## src/rtl/bbmr_pkg.sv

```systemverilog
// Package for the bidirectional block motion refinement block.
// Shared types, constants and the search offset table; no dependencies.
package bbmr_pkg;

  localparam int RegionMax   = 32;
  localparam int PixelBits   = 16;
  localparam int WinSide     = RegionMax + 2;
  localparam int PredDepth   = RegionMax * RegionMax;
  localparam int WinDepth    = WinSide * WinSide;
  localparam int PredAw      = $clog2(PredDepth);
  localparam int WinAw       = $clog2(WinDepth);
  localparam int SideW       = $clog2(RegionMax + 1);
  localparam int CoordW      = $clog2(RegionMax);
  localparam int SadW        = 26;
  localparam int AccW        = SadW + 1;
  localparam int VecW        = 9;
  localparam int OutVecW     = 10;
  localparam int TagW        = 12;
  localparam int NumOffs     = 9;
  localparam int OffsW       = 4;
  localparam logic [SadW-1:0] SadMax = '1;

  typedef enum logic [1:0] {
    MODE_PRED = 2'd0,
    MODE_PREV = 2'd1,
    MODE_NEXT = 2'd2,
    MODE_SRCH = 2'd3
  } mode_t;

  typedef enum logic [1:0] {
    ST_IDLE  = 2'd0,
    ST_SCAN  = 2'd1,
    ST_DRAIN = 2'd2,
    ST_OUT   = 2'd3
  } state_t;

  typedef struct packed {
    logic [TagW-1:0]  tag;
    logic [VecW-1:0]  py;
    logic [VecW-1:0]  px;
    logic [VecW-1:0]  ny;
    logic [VecW-1:0]  nx;
  } search_t;

  typedef struct packed {
    logic [TagW-1:0]    tag;
    logic [OutVecW-1:0] bpy;
    logic [OutVecW-1:0] bpx;
    logic [OutVecW-1:0] bny;
    logic [OutVecW-1:0] bnx;
    logic [SadW-1:0]    pmin;
    logic [SadW-1:0]    nmin;
  } result_t;

  // offset in {-1,0,1} as 2-bit signed
  function automatic logic signed [1:0] offs_y(input logic [OffsW-1:0] k);
    case (k)
      4'd0, 4'd1, 4'd4: offs_y = -2'sd1;
      4'd2, 4'd3, 4'd5: offs_y = 2'sd1;
      default:          offs_y = 2'sd0;
    endcase
  endfunction

  function automatic logic signed [1:0] offs_x(input logic [OffsW-1:0] k);
    case (k)
      4'd0, 4'd2, 4'd7: offs_x = -2'sd1;
      4'd1, 4'd3, 4'd6: offs_x = 2'sd1;
      default:          offs_x = 2'sd0;
    endcase
  endfunction

endpackage

```

## src/rtl/bbmr_front.sv

```systemverilog
// Front part: accepts requests, writes loads into the stores, queues searches.
// Depends on bbmr_pkg.
module bbmr_front import bbmr_pkg::*; (
  input  logic            clk,
  input  logic            rst_n,
  input  logic            in_valid,
  output logic            in_ready,
  input  logic [1:0]      mode,
  input  logic [5:0]      row,
  input  logic [5:0]      col,
  input  logic [15:0]     value,
  input  search_t         srch_in,
  input  logic            back_busy,
  output logic            pred_we,
  output logic [PredAw-1:0] pred_wa,
  output logic            prev_we,
  output logic            next_we,
  output logic [WinAw-1:0] win_wa,
  output logic [PixelBits-1:0] wdata,
  output logic            q_valid,
  input  logic            q_pop,
  output search_t         q_data
);

  // two-entry search queue
  search_t     q_mem_r [2];
  logic [1:0]  q_cnt_r, q_cnt_nxt;
  logic        q_wp_r, q_rp_r;
  logic        push, acc;

  // hold loads back while a search waits or scans, so it sees the stores as they were
  assign in_ready = (mode == MODE_SRCH) ? (q_cnt_r != 2'd2) :
                    (q_cnt_r == 2'd0 && !back_busy);
  assign acc      = in_valid && in_ready;
  assign push     = acc && (mode == MODE_SRCH);

  assign wdata   = value[PixelBits-1:0];
  assign pred_wa = PredAw'({row[CoordW-1:0], col[CoordW-1:0]});
  assign win_wa  = WinAw'(row * 6'(WinSide) + 11'(col));
  assign pred_we = acc && mode == MODE_PRED && row < RegionMax && col < RegionMax;
  assign prev_we = acc && mode == MODE_PREV && row < WinSide && col < WinSide;
  assign next_we = acc && mode == MODE_NEXT && row < WinSide && col < WinSide;

  assign q_valid = (q_cnt_r != 2'd0);
  assign q_data  = q_mem_r[q_rp_r];

  always_comb begin
    q_cnt_nxt = q_cnt_r + 2'(push) - 2'(q_pop);
  end

  always_ff @(posedge clk) begin
    if (!rst_n) begin
      q_cnt_r <= '0;
      q_wp_r  <= 1'b0;
      q_rp_r  <= 1'b0;
    end else begin
      q_cnt_r <= q_cnt_nxt;
      if (push) q_wp_r <= ~q_wp_r;
      if (q_pop) q_rp_r <= ~q_rp_r;
    end
    if (push) q_mem_r[q_wp_r] <= srch_in;
  end

  a_q_bound: assert property (@(posedge clk) disable iff (!rst_n) q_cnt_r != 2'd3)
    else $error("queue count overflow");
  a_no_pop_empty: assert property (@(posedge clk) disable iff (!rst_n)
    q_pop |-> q_valid) else $error("pop from empty queue");
  a_full_stall: assert property (@(posedge clk) disable iff (!rst_n)
    q_cnt_r == 2'd2 |-> !in_ready) else $error("accept while full");
  a_load_quiet: assert property (@(posedge clk) disable iff (!rst_n)
    (pred_we || prev_we || next_we) |-> !back_busy && !q_valid)
    else $error("load during search");

endmodule

```

## config.mk

```make
export PLATFORM = sky130hd
export DESIGN_NAME = bbmr_front
export DESIGN_NICKNAME = d
export VERILOG_FILES = /design/src/rtl/bbmr_pkg.sv /design/src/rtl/bbmr_front.sv
export SDC_FILE = /design/constraint.sdc
export NUM_CORES = 1
export LEC_CHECK = 0
export BUFFER_PORTS_ARGS = -buffer_cell sky130_fd_sc_hd__buf_2
export CORE_MARGIN = 4
export CORE_UTILIZATION = 48
export DETAILED_ROUTE_END_ITERATION = 12
export PLACE_DENSITY = 0.89
export SLEW_MARGIN = 20
export SYNTH_ARGS = -nofsm -noshare
export SYNTH_HDL_FRONTEND = slang
export SYNTH_SLANG_ARGS = --single-unit
```

## constraint.sdc

```tcl
create_clock -name clk -period 4.75 [get_ports clk]
set_input_delay 1.1875 -clock clk [delete_from_list [all_inputs] [get_ports clk]]
set_output_delay 1.1875 -clock clk [all_outputs]
set_load 0.05 [all_outputs]
```

==> flow_metrics.tcl <==
set metrics [dict create \
    path_clk_slew_ps 100 \
    numPortBuffers 137 \
    final.period_utilization_pct 94.4 \
    die_w_um 103 \
    ys_warn_count 0 \
    p_sw_uw 636 \
    hp-class "reg2reg" \
    finalNetCount 472 \
    cts_sinks 101 \
    critPathKind "in2out" \
    combinationalPowerShare_pct 21.6 \
    fin_setup_tns_ps 0 \
    cts_buffer_depth 2 \
    grt_max_degree 49 \
    cts_tree "built" \
    power_density_nw_per_um2 390 \
    grt_overflow 0 \
    ios 173 \
    hold_viol 0 \
    fin_crit_ps 4480 \
    wl_per_cell_um 17.0 \
    syn_area_per_cell_um2 16.9 \
    dp_hpwl_um 5940 \
    grt_usage_pct 15.2 \
    cp_data_required_time_ps 3560 \
    clock_skew_ps 11.8 \
    grt_pass1_wl_um 12200 \
    cts_made_buffers 9 \
    viasPerCell 5.10 \
    rows 34 \
    yosysUniqueCellTypes 34 \
    layout_commonest_cell "buf_2" \
    rsz0062_at_grt "no" \
    drt_iter0_drc 35 \
    antenna_found_initial 1 \
    netlist_instances 256 \
    worst-path-max-fanout 5 \
    area_growth_pct 19.8 \
    insertedDiodeCount 0 \
    final_layout_size_suffix_gt1_share_pct 55.6 \
    status "completed" \
    worst_skew_pair.late_latency_ps 360 \
    p_clk_share_pct 27.8 \
    ir_drop_mv 0.224 \
    power.internal_mw 1.39 \
    layout_common_cells "buf_2, edfxtp_1, mux2_2" \
    crit_path_end_kind "output port" \
    coreArea_um2 8760 \
    ant_nets 0 \
    cts_resized 0 \
    dr.pass1.iters 4 \
    gp_congestion 0.823 \
    syn_area_um2 4340 \
    finalSetupViolations 0 \
    swShare_pct 31.4 \
    grt_pass1_vias 2556 \
    seq_area_frac_synth_pct 68.8 \
    slew_headroom_pct 56.2 \
    cp-start-kind "input port" \
    seqPwrFrac_pct 50.6 \
    hold_buffers 0 \
    dieHeight_um 103 \
    cts_root_buf "clkbuf_8" \
    worst_pin_slew_ps 656 \
    route.detailed.drc 0 \
    ys_ff_latch 101 \
    synth_fp_nets 352 \
    cts_max_level 3 \
    dieArea_um2 10600 \
    cts_setup_buffers 0 \
    start_util_pct 49.5 \
    vias 2496 \
    slew_viol_final 0 \
    nFillCells 667 \
    crit_arrival_ps 3300 \
    leakagePower_nw 2.01 \
    power_mw 2.03 \
    drt_wl_total_um 8300 \
    max_cap_violations 0 \
    max_freq_ghz 0.223 \
]
==> synth_stat cells <==
cell | instances | area share, %
o21ai_0 | 2 | 0.23
o21a_1 | 1 | 0.17
and3_1 | 1 | 0.14
nand4_1 | 1 | 0.14
clkbuf_1 | 1 | 0.086
and2_1 | 6 | 0.87
nor4_2 | 1 | 0.29
xor2_1 | 4 | 0.81
edfxtp_1 | 96 | 66
xnor2_1 | 9 | 1.8
nor3b_1 | 1 | 0.17
nor3_2 | 1 | 0.23
or2b_1 | 1 | 0.17
or4b_4 | 1 | 0.32
nand2b_1 | 1 | 0.14
o21bai_1 | 1 | 0.17
fa_1 | 2 | 0.92
nor2b_1 | 1 | 0.14
or2_4 | 1 | 0.20
a21oi_1 | 4 | 0.46
o2bb2ai_1 | 1 | 0.20
nand2_1 | 7 | 0.61
buf_2 | 4 | 0.46
nand3_1 | 3 | 0.35
dfxtp_1 | 5 | 2.3
a21boi_0 | 1 | 0.17
nor2_1 | 4 | 0.35
buf_4 | 27 | 4.7
o211ai_1 | 2 | 0.35
nor4b_1 | 1 | 0.20
o41ai_1 | 2 | 0.40
mux2_2 | 48 | 12
ha_1 | 11 | 3.2
inv_1 | 4 | 0.35
==> flip-flops by register name (all words and copies together) (netlist names), named ones only <==
name	flops
q_rp_r	1
q_cnt_r	2
q_wp_r	1
q_mem_r	96
==> stage by stage <==
step / setup slack [ps] / utilization [%] / instances / hold WS (ps) / cell area, um^2
after global routing: 194 / 59.3 / 489 / 618 / 5200
final: 266 / 59.3 / 489 / 582 / 5200
after global placement: 386 / 56.8 / 473 / 559 / 4980
after CTS: 279 / 59.3 / 489 / 588 / 5200
after floorplan: 137 / - / 256 / 550 / 4340
after detailed placement: 289 / 56.8 / 473 / 563 / 4980
==> metal layers <==
metal / track usage, % / vias up / part of all wire [%]
met5: 0 / - / 0.13
met4: 4.68 / 2 / 1.0
met3: 5.01 / 14 / 7.2
met2: 26.9 / 96 / 52
met1: 17.4 / 1212 / 40
li1: - / 1172 / -
==> final cells by class <==
class                           count  area, um^2  area share [%]
Inverter                            4        15.0           0.289
Multi-Input combinational cell    119        1130            21.7
Clock buffer                        9         124            2.38
Sequential cell                   101        2990            57.5
Timing Repair Buffer              141         716            13.8
Clock inverter                      7        91.3            1.76
Tap cell                          108         135            2.60
==> cell families (layout without fill, tap and decap cells) <==
logic type / after synthesis / after routing / share of synthesized area, %
adder cells (fa/ha/maj): 13 / 13 / 4.10
AND/OR/NAND/NOR: 31 / 31 / 4.33
multiplexers: 48 / 48 / 12.5
XOR/XNOR: 13 / 13 / 2.62
AO/OA/AOI/OAI: 14 / 14 / 2.16
buffers and inverters: 36 / 161 / 5.57
flip-flops: 101 / 101 / 68.8
==> worst max-delay path: stages <==
cell      delay [ps]
buf_2            150
ha_1             300
ha_1             250
fa_1             420
xor2_1           220
and3_1           220
o211ai_1         110
xnor2_1          160
buf_2            280
==> worst paths after layout <==
check	to	depth (start not counted)	startpoint	slack [ps]
worst max register to register	q_mem_r[1][31]	4	q_cnt_r[1]	2740
worst max-delay path	win_wa[10]	9	row[1]	270
worst min-delay path	flip-flop	2	q_rp_r	580
worst min register to register	flip-flop	2	q_rp_r	580
==> power groups by stage <==
stage               logic, mW  registers (mW)  clock network [mW]
floorplan               0.387            1.03                   0
global placement        0.430            1.05                   0
detailed placement      0.439            1.05                   0
CTS                     0.440            1.03               0.585
global route            0.460            1.03               0.614
finish                  0.437            1.03               0.563
Power figures use the tool's default switching activity.
